--- src/hdl/tlbr_pkg.sv ---
// ----------------------------------------------------------------------------
// tlbr_pkg
// Shared types and constants for the fully associative TLB with FIFO/LRU
// replacement: payload structs, opcodes, register map, controller interface.
// ----------------------------------------------------------------------------
package tlbr_pkg;

  localparam int PAGE_BITS  = 20;
  localparam int FRAME_BITS = 20;
  localparam int STAMP_BITS = 32;
  localparam int EIU_BITS   = 5;

  localparam logic [1:0] OP_LOOKUP = 2'd0;
  localparam logic [1:0] OP_INSERT = 2'd1;
  localparam logic [1:0] OP_FLUSH  = 2'd2;

  // register index, taken from paddr[2]
  localparam logic REG_POLICY  = 1'b0;
  localparam logic REG_ENTRIES = 1'b1;

  localparam logic                POLICY_RST  = 1'b0;
  localparam logic [EIU_BITS-1:0] ENTRIES_RST = 5'd16;

  typedef struct packed {
    logic [1:0]            opcode;
    logic [PAGE_BITS-1:0]  page_number;
    logic [FRAME_BITS-1:0] frame_number;
  } in_item_t;

  typedef struct packed {
    logic                  hit;
    logic [FRAME_BITS-1:0] frame_out;
  } out_item_t;

  typedef enum logic [2:0] {
    ST_IDLE,
    ST_SCAN,
    ST_SCAN_LAST,
    ST_VICTIM,
    ST_RESP
  } state_e;

  typedef struct packed {
    logic exec;          // item transfer: lookup, flush or insert into a free entry
    logic scan_issue;    // issue next stamp read of the victim scan
    logic victim_write;  // write the pending insert over the chosen victim
    logic respond;       // load the output register and advance the tick
  } ctrl_cmd_t;

  typedef struct packed {
    logic insert_full;   // incoming item is an insert with no free entry
    logic scan_last;     // scan address is at the last active entry
    logic out_free;      // output register can take a result this cycle
  } dp_status_t;

endpackage

--- src/hdl/tlbr_ram.sv ---
// ----------------------------------------------------------------------------
// tlbr_ram
// Generic simple dual-port RAM: one write port, one read port, registered
// read data.
// ----------------------------------------------------------------------------
module tlbr_ram #(
  parameter int WIDTH = 32,
  parameter int DEPTH = 16,
  localparam int AW = (DEPTH > 1) ? $clog2(DEPTH) : 1
) (
  input  logic             clk_i,
  input  logic             we_i,
  input  logic [AW-1:0]    waddr_i,
  input  logic [WIDTH-1:0] wdata_i,
  input  logic [AW-1:0]    raddr_i,
  output logic [WIDTH-1:0] rdata_o
);

  logic [WIDTH-1:0] mem_q [DEPTH];
  logic [WIDTH-1:0] rdata_q;

  always_ff @(posedge clk_i) begin
    if (we_i) begin
      mem_q[waddr_i] <= wdata_i;
    end
    rdata_q <= mem_q[raddr_i];
  end

  assign rdata_o = rdata_q;

endmodule

--- src/hdl/tlbr_ctrl.sv ---
// ----------------------------------------------------------------------------
// tlbr_ctrl
// Controller: sequences each item through execute, optional victim scan,
// victim write and response.
// ----------------------------------------------------------------------------
module tlbr_ctrl (
  input  logic                 clk_i,
  input  logic                 rst_ni,
  input  logic                 in_valid_i,
  input  tlbr_pkg::dp_status_t st_i,
  output logic                 in_ready_o,
  output tlbr_pkg::ctrl_cmd_t  cmd_o
);
  import tlbr_pkg::*;

  state_e state_q, state_d;

  always_ff @(posedge clk_i or negedge rst_ni) begin
    if (!rst_ni) begin
      state_q <= ST_IDLE;
    end else begin
      state_q <= state_d;
    end
  end

  always_comb begin
    state_d = state_q;
    unique case (state_q)
      ST_IDLE: begin
        if (in_valid_i) begin
          state_d = st_i.insert_full ? ST_SCAN : ST_RESP;
        end
      end
      ST_SCAN: begin
        if (st_i.scan_last) begin
          state_d = ST_SCAN_LAST;
        end
      end
      ST_SCAN_LAST: state_d = ST_VICTIM;
      ST_VICTIM:    state_d = ST_RESP;
      ST_RESP: begin
        if (st_i.out_free) begin
          state_d = ST_IDLE;
        end
      end
      default: state_d = ST_IDLE;
    endcase
  end

  always_comb begin
    in_ready_o         = (state_q == ST_IDLE);
    cmd_o.exec         = (state_q == ST_IDLE) && in_valid_i;
    cmd_o.scan_issue   = (state_q == ST_SCAN);
    cmd_o.victim_write = (state_q == ST_VICTIM);
    cmd_o.respond      = (state_q == ST_RESP) && st_i.out_free;
  end

endmodule

--- src/hdl/tlbr_dp.sv ---
// ----------------------------------------------------------------------------
// tlbr_dp
// Datapath: valid bits and page tags in flops with a parallel compare, frame
// and stamp RAMs, the victim age search, tick counter and output register.
// ----------------------------------------------------------------------------
module tlbr_dp #(
  parameter int ENTRIES = 16,
  localparam int IDX_W = (ENTRIES > 1) ? $clog2(ENTRIES) : 1
) (
  input  logic                              clk_i,
  input  logic                              rst_ni,
  input  tlbr_pkg::ctrl_cmd_t               cmd_i,
  input  tlbr_pkg::in_item_t                in_data_i,
  input  logic                              policy_i,
  input  logic [tlbr_pkg::EIU_BITS-1:0]     eiu_i,
  input  logic                              out_ready_i,
  output tlbr_pkg::dp_status_t              st_o,
  output logic                              out_valid_o,
  output tlbr_pkg::out_item_t               out_data_o
);
  import tlbr_pkg::*;

  logic [ENTRIES-1:0]   valid_q;
  logic [PAGE_BITS-1:0] page_q [ENTRIES];
  logic [STAMP_BITS-1:0] tick_q;

  logic [PAGE_BITS-1:0]  item_page_q;
  logic [FRAME_BITS-1:0] item_frame_q;
  logic                  hit_q;
  logic [IDX_W-1:0]      hit_idx_q;

  logic [IDX_W-1:0]      scan_addr_q;
  logic                  cmp_vld_q;
  logic [IDX_W-1:0]      cmp_idx_q;
  logic [STAMP_BITS-1:0] best_age_q;
  logic [IDX_W-1:0]      best_idx_q;

  logic      out_valid_q;
  out_item_t out_data_q;

  // active entries: index 0 .. last_idx
  logic [IDX_W-1:0] last_idx;
  always_comb begin
    if (eiu_i == '0) begin
      last_idx = '0;
    end else if (int'(eiu_i) >= ENTRIES) begin
      last_idx = IDX_W'(ENTRIES - 1);
    end else begin
      last_idx = IDX_W'(eiu_i - EIU_BITS'(1));
    end
  end

  logic [ENTRIES-1:0] match_vec, free_vec;
  always_comb begin
    for (int i = 0; i < ENTRIES; i++) begin
      logic in_use;
      in_use       = (IDX_W'(i) <= last_idx);
      match_vec[i] = valid_q[i] && in_use && (page_q[i] == in_data_i.page_number);
      free_vec[i]  = !valid_q[i] && in_use;
    end
  end

  // lowest set index wins
  logic [IDX_W-1:0] match_idx, free_idx;
  always_comb begin
    match_idx = '0;
    free_idx  = '0;
    for (int i = ENTRIES - 1; i >= 0; i--) begin
      if (match_vec[i]) match_idx = IDX_W'(i);
      if (free_vec[i])  free_idx  = IDX_W'(i);
    end
  end

  logic is_lookup, is_insert, is_flush, any_match, any_free;
  assign is_lookup = (in_data_i.opcode == OP_LOOKUP);
  assign is_insert = (in_data_i.opcode == OP_INSERT);
  assign is_flush  = (in_data_i.opcode == OP_FLUSH);
  assign any_match = |match_vec;
  assign any_free  = |free_vec;

  // entry fill: free entry at transfer, or victim after the scan
  logic                  fill_we;
  logic [IDX_W-1:0]      fill_idx;
  logic [PAGE_BITS-1:0]  fill_page;
  logic [FRAME_BITS-1:0] fill_frame;
  logic                  touch_we;
  assign fill_we    = (cmd_i.exec && is_insert && any_free) || cmd_i.victim_write;
  assign fill_idx   = cmd_i.victim_write ? best_idx_q : free_idx;
  assign fill_page  = cmd_i.victim_write ? item_page_q : in_data_i.page_number;
  assign fill_frame = cmd_i.victim_write ? item_frame_q : in_data_i.frame_number;
  assign touch_we   = cmd_i.exec && is_lookup && any_match && policy_i;

  logic [FRAME_BITS-1:0] frame_rd;
  logic [STAMP_BITS-1:0] load_rd, use_rd;
  logic [IDX_W-1:0]      frame_raddr;
  assign frame_raddr = cmd_i.exec ? match_idx : hit_idx_q;

  tlbr_ram #(.WIDTH(FRAME_BITS), .DEPTH(ENTRIES)) u_frame_ram (
    .clk_i   (clk_i),
    .we_i    (fill_we),
    .waddr_i (fill_idx),
    .wdata_i (fill_frame),
    .raddr_i (frame_raddr),
    .rdata_o (frame_rd)
  );

  tlbr_ram #(.WIDTH(STAMP_BITS), .DEPTH(ENTRIES)) u_load_ram (
    .clk_i   (clk_i),
    .we_i    (fill_we),
    .waddr_i (fill_idx),
    .wdata_i (tick_q),
    .raddr_i (scan_addr_q),
    .rdata_o (load_rd)
  );

  tlbr_ram #(.WIDTH(STAMP_BITS), .DEPTH(ENTRIES)) u_use_ram (
    .clk_i   (clk_i),
    .we_i    (fill_we || touch_we),
    .waddr_i (touch_we ? match_idx : fill_idx),
    .wdata_i (tick_q),
    .raddr_i (scan_addr_q),
    .rdata_o (use_rd)
  );

  // victim search: age = tick - stamp, largest age wins, ties to lowest index
  logic [STAMP_BITS-1:0] scan_age;
  logic                  take_best;
  assign scan_age  = tick_q - (policy_i ? use_rd : load_rd);
  assign take_best = cmp_vld_q && ((cmp_idx_q == '0) || (scan_age > best_age_q));

  logic out_valid_d;
  assign out_valid_d = cmd_i.respond ? 1'b1 : (out_ready_i ? 1'b0 : out_valid_q);

  always_ff @(posedge clk_i or negedge rst_ni) begin
    if (!rst_ni) begin
      valid_q     <= '0;
      tick_q      <= '0;
      hit_q       <= 1'b0;
      cmp_vld_q   <= 1'b0;
      scan_addr_q <= '0;
      out_valid_q <= 1'b0;
    end else begin
      if (cmd_i.exec && is_flush) begin
        valid_q <= '0;
      end else if (fill_we) begin
        valid_q[fill_idx] <= 1'b1;
      end
      if (cmd_i.exec) begin
        hit_q       <= is_lookup && any_match;
        scan_addr_q <= '0;
      end else if (cmd_i.scan_issue) begin
        scan_addr_q <= scan_addr_q + IDX_W'(1);
      end
      cmp_vld_q <= cmd_i.scan_issue;
      if (cmd_i.respond) begin
        tick_q <= tick_q + STAMP_BITS'(1);
      end
      out_valid_q <= out_valid_d;
    end
  end

  always_ff @(posedge clk_i) begin
    for (int i = 0; i < ENTRIES; i++) begin
      if (fill_we && (fill_idx == IDX_W'(i))) begin
        page_q[i] <= fill_page;
      end
    end
    if (cmd_i.exec) begin
      item_page_q  <= in_data_i.page_number;
      item_frame_q <= in_data_i.frame_number;
      hit_idx_q    <= match_idx;
    end
    cmp_idx_q <= scan_addr_q;
    if (take_best) begin
      best_age_q <= scan_age;
      best_idx_q <= cmp_idx_q;
    end
    if (cmd_i.respond) begin
      out_data_q.hit       <= hit_q;
      out_data_q.frame_out <= hit_q ? frame_rd : '0;
    end
  end

  assign st_o.insert_full = is_insert && !any_free;
  assign st_o.scan_last   = (scan_addr_q == last_idx);
  assign st_o.out_free    = !out_valid_q || out_ready_i;
  assign out_valid_o      = out_valid_q;
  assign out_data_o       = out_data_q;

endmodule

--- src/hdl/tlb_fifo_lru_replacement.sv ---
// ----------------------------------------------------------------------------
// tlb_fifo_lru_replacement
// Fully associative TLB: lookup, insert and flush with FIFO or LRU victim
// choice, configured through an APB-style register port.
// ----------------------------------------------------------------------------
// Lookup, flush and insert into a free entry: executed at transfer with a
//   parallel tag compare, result registered in the response state.
// Insert with every active entry valid: the stamp scan reads the n active
//   entries one by one through one read port of the stamp RAMs, then the victim
//   is written and the result registered. One item in flight at a time.
// Reset clears valid bits and the tick counter at once, selects FIFO and
//   16 active entries; there is no clearing pass.
module tlb_fifo_lru_replacement #(
  parameter int ENTRIES = 16
) (
  input  logic                clk_i,
  input  logic                rst_ni,
  input  logic                in_valid_i,
  output logic                in_ready_o,
  input  tlbr_pkg::in_item_t  in_data_i,
  output logic                out_valid_o,
  input  logic                out_ready_i,
  output tlbr_pkg::out_item_t out_data_o,
  input  logic                psel,
  input  logic                penable,
  input  logic                pwrite,
  input  logic [2:0]          paddr,
  input  logic [31:0]         pwdata,
  output logic [31:0]         prdata,
  output logic                pready
);
  import tlbr_pkg::*;

  logic                policy_q;
  logic [EIU_BITS-1:0] eiu_q;
  logic                cfg_we;

  assign pready = 1'b1;
  assign cfg_we = psel && penable && pwrite;

  always_ff @(posedge clk_i or negedge rst_ni) begin
    if (!rst_ni) begin
      policy_q <= POLICY_RST;
      eiu_q    <= ENTRIES_RST;
    end else if (cfg_we) begin
      unique case (paddr[2])
        REG_POLICY:  policy_q <= pwdata[0];
        REG_ENTRIES: eiu_q    <= pwdata[EIU_BITS-1:0];
        default:     ;
      endcase
    end
  end

  always_comb begin
    unique case (paddr[2])
      REG_POLICY:  prdata = {31'b0, policy_q};
      REG_ENTRIES: prdata = {{(32-EIU_BITS){1'b0}}, eiu_q};
      default:     prdata = '0;
    endcase
  end

  ctrl_cmd_t  cmd;
  dp_status_t st;

  tlbr_ctrl u_ctrl (
    .clk_i      (clk_i),
    .rst_ni     (rst_ni),
    .in_valid_i (in_valid_i),
    .st_i       (st),
    .in_ready_o (in_ready_o),
    .cmd_o      (cmd)
  );

  tlbr_dp #(.ENTRIES(ENTRIES)) u_dp (
    .clk_i       (clk_i),
    .rst_ni      (rst_ni),
    .cmd_i       (cmd),
    .in_data_i   (in_data_i),
    .policy_i    (policy_q),
    .eiu_i       (eiu_q),
    .out_ready_i (out_ready_i),
    .st_o        (st),
    .out_valid_o (out_valid_o),
    .out_data_o  (out_data_o)
  );

  // one item in flight: no transfer right after a transfer
  a_no_back_to_back: assert property (@(posedge clk_i) disable iff (!rst_ni)
    in_valid_i && in_ready_o |=> !in_ready_o)
    else $error("input transfer accepted while item in flight");

  // a new result only comes from the response state, never from idle
  a_result_from_work: assert property (@(posedge clk_i) disable iff (!rst_ni)
    $rose(out_valid_o) |-> $past(!in_ready_o))
    else $error("result produced without an item in flight");

  // victim write only follows a completed scan
  a_victim_after_scan: assert property (@(posedge clk_i) disable iff (!rst_ni)
    cmd.victim_write |-> $past(cmd.scan_issue, 2))
    else $error("victim written without a scan");

endmodule

--- config.mk ---
export PLATFORM = sky130hd
export DESIGN_NAME = tlb_fifo_lru_replacement
export DESIGN_NICKNAME = d
export VERILOG_FILES = /design/src/hdl/tlbr_pkg.sv /design/src/hdl/tlbr_ram.sv /design/src/hdl/tlbr_ctrl.sv /design/src/hdl/tlbr_dp.sv /design/src/hdl/tlb_fifo_lru_replacement.sv
export SDC_FILE = /design/constraint.sdc
export NUM_CORES = 2
export LEC_CHECK = 0
export CAP_MARGIN = 20
export CORE_ASPECT_RATIO = 2
export CORE_MARGIN = 5
export CORE_UTILIZATION = 40
export CTS_CLUSTER_SIZE = 14
export DETAILED_ROUTE_END_ITERATION = 10
export DONT_BUFFER_PORTS = 1
export GPL_ROUTABILITY_DRIVEN = 0
export SLEW_MARGIN = 10
export SYNTH_ARGS = -nofsm -noshare
export SYNTH_HDL_FRONTEND = slang
export SYNTH_HIERARCHICAL = 1
export SYNTH_SLANG_ARGS = --single-unit
--- constraint.sdc ---
create_clock -name clk_i -period 6.5 [get_ports clk_i]
set_input_delay 0 -clock clk_i [delete_from_list [all_inputs] [get_ports clk_i]]
set_output_delay 0 -clock clk_i [all_outputs]
set_load 0.03 [all_outputs]
# [Word level (Yosys, flattened, before mapping)]
# Memory sizes are Yosys's and may differ from the RTL's. A register that Yosys moved wholly into a read port is not among the register bits.
# Index checks and enable logic that the tools add are counted.
[totals] reg_bits=169 ram_bits=1664 elab_cells=351 memories=4
[memory_table] memory="u_dp.u_load_ram.mem_q" depth=16 width=32 rd=1 rd_clocked_by_memory_dff=1 wr=1 line="tlbr_ram.sv:19" source="logic [WIDTH-1:0] mem_q [DEPTH];"
[memory_table] memory="u_dp.u_use_ram.mem_q" depth=16 width=32 rd=1 rd_clocked_by_memory_dff=1 wr=1 line="tlbr_ram.sv:19"
[memory_table] memory="u_dp.page_q" depth=16 width=20 rd=16 rd_clocked_by_memory_dff=0 wr=1 line="tlbr_dp.sv:24" source="logic [PAGE_BITS-1:0] page_q [ENTRIES];"
[memory_table] memory="u_dp.u_frame_ram.mem_q" depth=16 width=20 rd=1 rd_clocked_by_memory_dff=1 wr=1 line="tlbr_ram.sv:19"
[classes] n_addsub=4 magnitude_cmp=20 n_eq_ne=41 muxes=135 bitwise=2 reduce_logical=128
[ops] cell="20-bit 2-to-1 mux" count=17
[ops] cell="20-bit equality test" count=16
[ops] cell="20-bit OR reduction" count=15
[ops] cell="4-bit 2-to-1 mux" count=54
[ops] cell="1-bit logical AND" count=78
[ops] cell="32-bit case mux with 2 select lines" count=1
[ops] cell="1-bit 2-to-1 mux" count=54
[ops] cell="32-bit by 1-bit adder with 32-bit output (second input constant)" count=1
[ops] cell="4-bit equality test (second input constant)" count=8
[ops] cell="32-bit > comparator" count=1
[ops] cell="4-bit <= comparator (first input constant)" count=8
[ops] cell="16-bit 2-to-1 mux" count=2
[ops] cell="32-bit 2-to-1 mux" count=1
[ops] cell="16-bit OR reduction" count=2
[ops] cell="32-bit subtractor" count=1
[ops] cell="1-bit logical NOT" count=18
[ops] cell="4-bit by 3-bit equality test with 1-bit output (second input constant)" count=4
[ops] cell="3-bit by 4-bit <= comparator with 1-bit output (first input constant)" count=4
[ops] cell="16-bit bitwise OR" count=1
[ops] cell="3-bit case mux with 5 select lines" count=1
[ops] cell="3-bit 2-to-1 mux" count=4
[ops] cell="4-bit by 2-bit equality test with 1-bit output (second input constant)" count=2
[ops] cell="1-bit by 4-bit <= comparator with 1-bit output (first input constant)" count=2
[ops] cell="2-bit by 4-bit <= comparator with 1-bit output (first input constant)" count=2
[ops] cell="24 further kinds" count=33

# [Logic depth before layout (Yosys ltp)]
[logic_depth] depth_word=42 ltp_mapped=23 mapped_depth_nobuf=22

# [Hierarchy]
# Netlist, hierarchy kept.
[modules_own_cells] mod="tlbr_ram at u_dp.u_load_ram ..." instances=2 cells_each=838 area_per_inst_um2=19854.0
[modules_own_cells] mod="tlbr_dp" instances=1 cells_each=1870 area_per_inst_um2=24096.9
[modules_own_cells] mod="tlbr_ram at u_dp.u_frame_ram" instances=1 cells_each=533 area_per_inst_um2=12530.8
[modules_own_cells] mod="tlb_fifo_lru_replacement" instances=1 cells_each=49 area_per_inst_um2=494.2
[modules_own_cells] mod="tlbr_ctrl" instances=1 cells_each=19 area_per_inst_um2=191.4

# [Worst setup path after synthesis]
# OpenSTA, ideal clock, no wires.
[synth_timing] path_kind="reg-to-reg" startpoint="reg policy_q" endpoint="reg u_dp.best_age_q[0], enable pin" setup_time_ps=451 arrival_time_ps=6499 required_ps=6049 slack_ps=-450 stages_incl_launch_ff=23 n_path_buf=2 path_cell_list="dfrtp_1 clkbuf_1 clkbuf_1 mux2i_1 fa_1 a21o_1 a21oi_1 o21ai_0 a221o_1 a31oi_1 o21bai_1 a21oi_1 o21ai_0 xor2_1 ha_1 a21o_1 a21o_1 a21o_1 a21o_1 a21o_1 a21oi_1 or3_1 a31oi_1"
[synth_between] elab_chain_len=5
[synth_lines] element="start: declaration" line="tlb_fifo_lru_replacement.sv:34" source="logic policy_q;"
[synth_lines] element="start signal: assignment" line="tlb_fifo_lru_replacement.sv:47" source="REG_POLICY: policy_q <= pwdata[0];"
[synth_lines] element="32-bit 2-to-1 mux" line="tlbr_dp.sv:128" source="assign scan_age = tick_q - (policy_i ? use_rd : load_rd);"
[synth_lines] element="32-bit subtractor" line="tlbr_dp.sv:128"
[synth_lines] element="named net u_dp.scan_age[18]" line="tlbr_dp.sv:126" source="logic [STAMP_BITS-1:0] scan_age;"
[synth_lines] element="32-bit > comparator" line="tlbr_dp.sv:129" source="assign take_best = cmp_vld_q && ((cmp_idx_q == '0) || (scan_age > best_age_q));"
[synth_lines] element="1-bit logical OR" line="tlbr_dp.sv:129"
[synth_lines] element="1-bit logical AND" line="tlbr_dp.sv:129"
[synth_lines] element="named net u_dp.take_best" line="tlbr_dp.sv:127" source="logic take_best;"
[synth_lines] element="end signal: assignment" line="tlbr_dp.sv:175" source="best_age_q <= scan_age;"
[synth_lines] element="end: declaration" line="tlbr_dp.sv:35" source="logic [STAMP_BITS-1:0] best_age_q;"
# The timed path passes the listed nets, and every way through them passes these cells.
# A chain may end at the register's enable or synchronous reset.

# [Final worst setup path]
[layout_timing] startpoint="reg eiu_q[0]" endpoint="mem u_dp.u_use_ram.mem_q[10][4], enable pin"
[layout_between] elab_chain_len=23 elab_cells_between_ends=112 classes_between="1 x add/sub; 17 x order compare; 38 x mux; 56 x reduce/logical"
[layout_lines] element="start: declaration" line="tlb_fifo_lru_replacement.sv:35" source="logic [EIU_BITS-1:0] eiu_q;"
[layout_lines] element="start signal: assignment" line="tlb_fifo_lru_replacement.sv:48" source="REG_ENTRIES: eiu_q <= pwdata[EIU_BITS-1:0];"
[layout_lines] element="4-bit by 1-bit subtractor with 4-bit output / 5-bit >= comparator (equally long branches)" line="tlbr_dp.sv:49, tlbr_dp.sv:46"
[layout_lines] element="4-bit 2-to-1 mux" line="tlbr_dp.sv:46" source="end else if (int'(eiu_i) >= ENTRIES) begin"
[layout_lines] element="4-bit 2-to-1 mux *" line="tlbr_dp.sv:44" source="if (eiu_i == '0) begin"
[layout_lines] element="4-bit <= comparator" line="tlbr_dp.sv:57" source="in_use = (IDX_W'(i) <= last_idx);"
[layout_lines] element="1-bit logical AND, on equally long branches" line="tlbr_dp.sv:59, tlbr_dp.sv:58"
[layout_lines] element="4-bit 2-to-1 mux / 1-bit logical AND (equally long branches)" line="tlbr_dp.sv:70, tlbr_dp.sv:58"
[layout_lines] element="4-bit 2-to-1 mux, on equally long branches (15 in series)" line="tlbr_dp.sv:70, tlbr_dp.sv:69"
[layout_lines] element="4-bit 2-to-1 mux, on equally long branches" line="tlbr_dp.sv:88, tlbr_dp.sv:69"
[layout_lines] element="4-bit 2-to-1 mux" line="tlbr_dp.sv:119" source=".waddr_i (touch_we ? match_idx : fill_idx),"
[layout_lines] element="end: declaration" line="tlbr_ram.sv:19"
# Every way passes the cells marked *; elsewhere a longest branch is shown, timed or not.

==> key figures <==
Clock network
  • TritonCTS clock tree: yes
  • Post-CTS sizing: 0
  • Clock Latency Late Sink: 810 ps
  • CTS root buffer: clkbuf_16
  • Clock buffer depth: 4
  • Htree depth: 4
  • Worst-path clk slew: ~60 ps
  • CTS Sinks: between 1500 and 2000
  • CTS buffer count: between 150 and 200

Synthesis
  • Synth Instances: 4147
  • Unique cell type count in the Yosys netlist: 86
  • Async set-reset flop share out of synthesis: 0.0334
  • Top post-synthesis cells by area: edfxtp_1 69%, mux4_2 9.4%, xnor2_1 2.6%
  • #FFs+latches synth: around 1900
  • Top cell type's share of synthesized area: 0.687
  • Top FF cell, synth: edfxtp_1
  • Ys Warns: 6
  • EDFF count, synth: 1761
  • Yosys top cell by area: edfxtp_1
  • Sequential share of the synthesized area: 0.731
  • Post-Syn Area: 0.0770 sq mm
  • Average size of a mapped cell: between 15 and 20 sq um

Worst setup path
  • Nature of the critical path endpoint: flop
  • Worst-path fanout max: 20
  • Slowest cell on crit path: mux2i_1
  • Critical path cell sequence: inv_1 -> ha_1 -> nor3b_2 -> o31ai_1 -> o21ai_1 -> or4_1 -> nand2_1 -> nor4_1 -> a2111oi_4 -> mux2i_1 -> nand2b_1 -> nor2_4 -> buf_12
  • Critical path's largest stage delay: about 910 ps
  • CP arrival: 6460 ps
  • WS Path Type: reg2reg
  • CP Data Required Time: around 7000 ps
  • Worst Setup Start Kind: flop

Finish
  • Fill cell count: 16400
  • Area growth syn-to-layout: 13.1%
  • Multi-input gate area: ~0.02 sq mm
  • Post-layout instance area: 0.0871 sq mm
  • Final nets: around 4500
  • Layout cells sized above 1: 0.185
  • Area occupied by registers: 0.0563 sq mm

STA
  • Setup_tns: 0 ps
  • Fin. max-slew vios: 0
  • Final Skew: between 40 and 50 ps
  • RSZ-0062 raised after global routing: no
  • Final setup viols: 0
  • Rel. slew slack: 0.263
  • Final period utilization: 0.917
  • Worst-Margin Slew: roughly 1100 ps
  • Fmax: 168 MHz
  • Min Tclk post-route: between 5000 and 6000 ps
  • Hold Violations, Final: 0

GRT
  • Vias in the first global route: approximately 41000
  • First-pass GRT wire length: between 200000 and 300000 um
  • Initial antenna violation count: 6
  • Total GRT Usage: 0.193
  • Largest net degree at the start of global routing: a little under 100
  • GRT overflow: 0

Drt
  • Routed length per placed instance: 28.2 um
  • Detailed-route vias per instance: 5.61
  • Total Wirelength: approximately 200000 um
  • Number of routed nets with antenna violations: 0
  • TritonRoute pass-1 iters: 5
  • Starting DRT DRC Count: 2956
  • DRC viols: 0
  • Total number of vias: between 30000 and 40000

Placement
  • DP Area: around 0.08 sq mm
  • IO Port Bufs: 0
  • DP Wirelength: about 120000 um

Floorplanning
  • Initial cell density of the core: 0.402
  • Core ar.: 0.191 sq mm
  • Total die area: 0.202 sq mm
  • Die extent in y: ~630 um
  • Io pins: 140
  • FP Rows: between 200 and 250
  • Die width: ~320 um

Status
  • Status: completed

Power and ir drop
  • Switching Fraction: 0.228
  • Power per cell area: approximately 290 mW/mm^2
  • Pint: just under 20000 uW
  • Worst VDD drop: approximately 0.26 mV
  • Flop pwr share: 0.548
  • Switching power: just under 6000 uW
  • Clk pwr share: 0.375
  • Leakage power: about 0.028 uW
  • Part of the power in combinational logic: 0.077

Run
  • Max Cap Viol: 0

Hold path
  • HP Class: in2reg
-- logic make-up after synthesis --
kind of cell / after synthesis / share of synthesized area
DFF: 1917 / 0.731
and+or+nand+nor: 712 / 0.0498
muxes: 424 / 0.111
xor gates and xnor gates: 387 / 0.0440
AOI/OAI and AO/OA: 365 / 0.0346
buffers and inverters: 272 / 0.0178
adders and majority gates: 68 / 0.0111
other: 2 / 0.0000975
-- power groups by stage --
stage                     clock (uW)  sequential (uW)  combinational, uW
after floorplan                    0            14200               1140
after global placement             0            14200               1850
after detailed placement           0            14200               1890
after CTS                       9770            13900               1970
after global routing           10200            13900               2120
final                           9520            13900               1970
-- cell type report --
| cell class | instances | area share |
|---|---|---|
| clock inverter | 22 | 0.00240 |
| timing repair buffer | 251 | 0.0282 |
| inverter | 68 | 0.00293 |
| sequential | 1917 | 0.646 |
| antenna | 4 | 0.000115 |
| tap | 2519 | 0.0362 |
| multi-input combinational | 1984 | 0.228 |
| clock buffer | 273 | 0.0555 |
-- worst max-delay path: cells and delay by family, from the launching register on --
kind	cells	cell delay (ps)
multiplexers	1	910
AND/OR/NAND/NOR	6	2110
AO/OA/AOI/OAI	3	1370
flip-flops	1	560
adder cells (fa/ha/maj)	1	280
buffers and inverters	2	390
-- flip-flops by register name, indices dropped and copies added, names as in the netlist --
signal / flops
policy_q: 1
u_dp/u_load_ram/rdata_o: 32
u_ctrl/state_q: 3
u_dp/u_use_ram/rdata_o: 32
u_dp/page_q: 320
u_dp/u_load_ram/mem_q: 512
u_dp/u_frame_ram/mem_q: 320
u_dp/u_frame_ram/rdata_o: 20
u_dp/valid_q: 16
u_dp/u_use_ram/mem_q: 512
eiu_q: 5
u_dp/best_age_q: 32
u_dp/out_valid_o: 1
u_dp/hit_q: 1
u_dp/cmp_idx_q: 4
u_dp/out_data_o: 21
u_dp/scan_addr_q: 4
u_dp/item_page_q: 20
u_dp/best_idx_q: 4
u_dp/hit_idx_q: 4
u_dp/cmp_vld_q: 1
u_dp/tick_q: 32
u_dp/item_frame_q: 20
-- final timing paths --
check	startpoint	to	slack, ps	cells past startpoint
worst max-delay path	eiu_q[0]	u_dp/u_use_ram/mem_q[10][4]	540	13
worst min-delay path	paddr[2]	eiu_q[0]	70	3
min in group asynchronous	rst_ni	eiu_q[4]	530	3
max in group asynchronous	rst_ni	u_dp/scan_addr_q[1]	5480	4
worst max register to register	eiu_q[0]	u_dp/u_use_ram/mem_q[10][4]	540	13
worst min register to register	u_dp/cmp_idx_q[1]	u_dp/best_idx_q[1]	440	0
-- metal layers --
| layer | wire [um] | up-vias | part of all wire | GRT usage |
|---|---|---|---|---|
| li1 | - | 17000 | - | - |
| met1 | 69400 | 20900 | 0.35 | 0.211 |
| met2 | 111000 | 1202 | 0.56 | 0.371 |
| met3 | 8050 | 435 | 0.041 | 0.0223 |
| met4 | 10100 | 4 | 0.051 | 0.0859 |
| met5 | 27 | - | 0.00014 | 0 |
-- synth_stat cells (all sizes together) (10+ instances only) --
cell,number
a22oi,170
mux4,336
and2,32
nand3,48
ha,67
nor4,71
inv,68
dfxtp,92
mux2i,37
xor2,157
nor2b,16
nand4,97
clkbuf,61
edfxtp,1761
nor2,101
nand2b,23
nand2,182
a21o,27
nor3,44
mux2,51
and4,10
or4,18
o31ai,13
nor3b,11
dfrtp,63
o21ai,36
buf,143
xnor2,230
and3,13
a21oi,47
-- stage by stage --
step                       util  hold slack (ps)  total power (uW)  worst slack, ps  instances
after floorplan               -             -296             15400              265       4173
after global placement    0.423             -281             16000              640       6635
after detailed placement  0.423             -282             16100              651       6637
after CTS                 0.455             7.94             25700              660       7033
after global routing      0.455             47.5             26300              210       7035
final                     0.455             73.5             25400              539       7038
-- what timing repair did --
item,CTS,global route
hold endpoints to repair,743,0
hold buffers,101,0
setup buffers,0,0
-- layout by cell type (no fill, tap or decap), types with 55 or more instances in the layout --
cell	netlist	layout
edfxtp_1	1761	1761
mux4_2	320	320
xnor2_1	230	230
nand2_1	182	182
clkbuf_16	0	174
a22oi_1	169	169
xor2_1	157	157
buf_4	55	127
dlygate4sd3_1	0	99
nand4_1	96	96
dfxtp_1	92	92
clkbuf_1	61	88
nor4_1	69	69
ha_1	67	67
inv_1	66	66
dfrtp_1	63	60
nor2_1	101	55
Note: power is estimated with default switching activity, not from simulation.
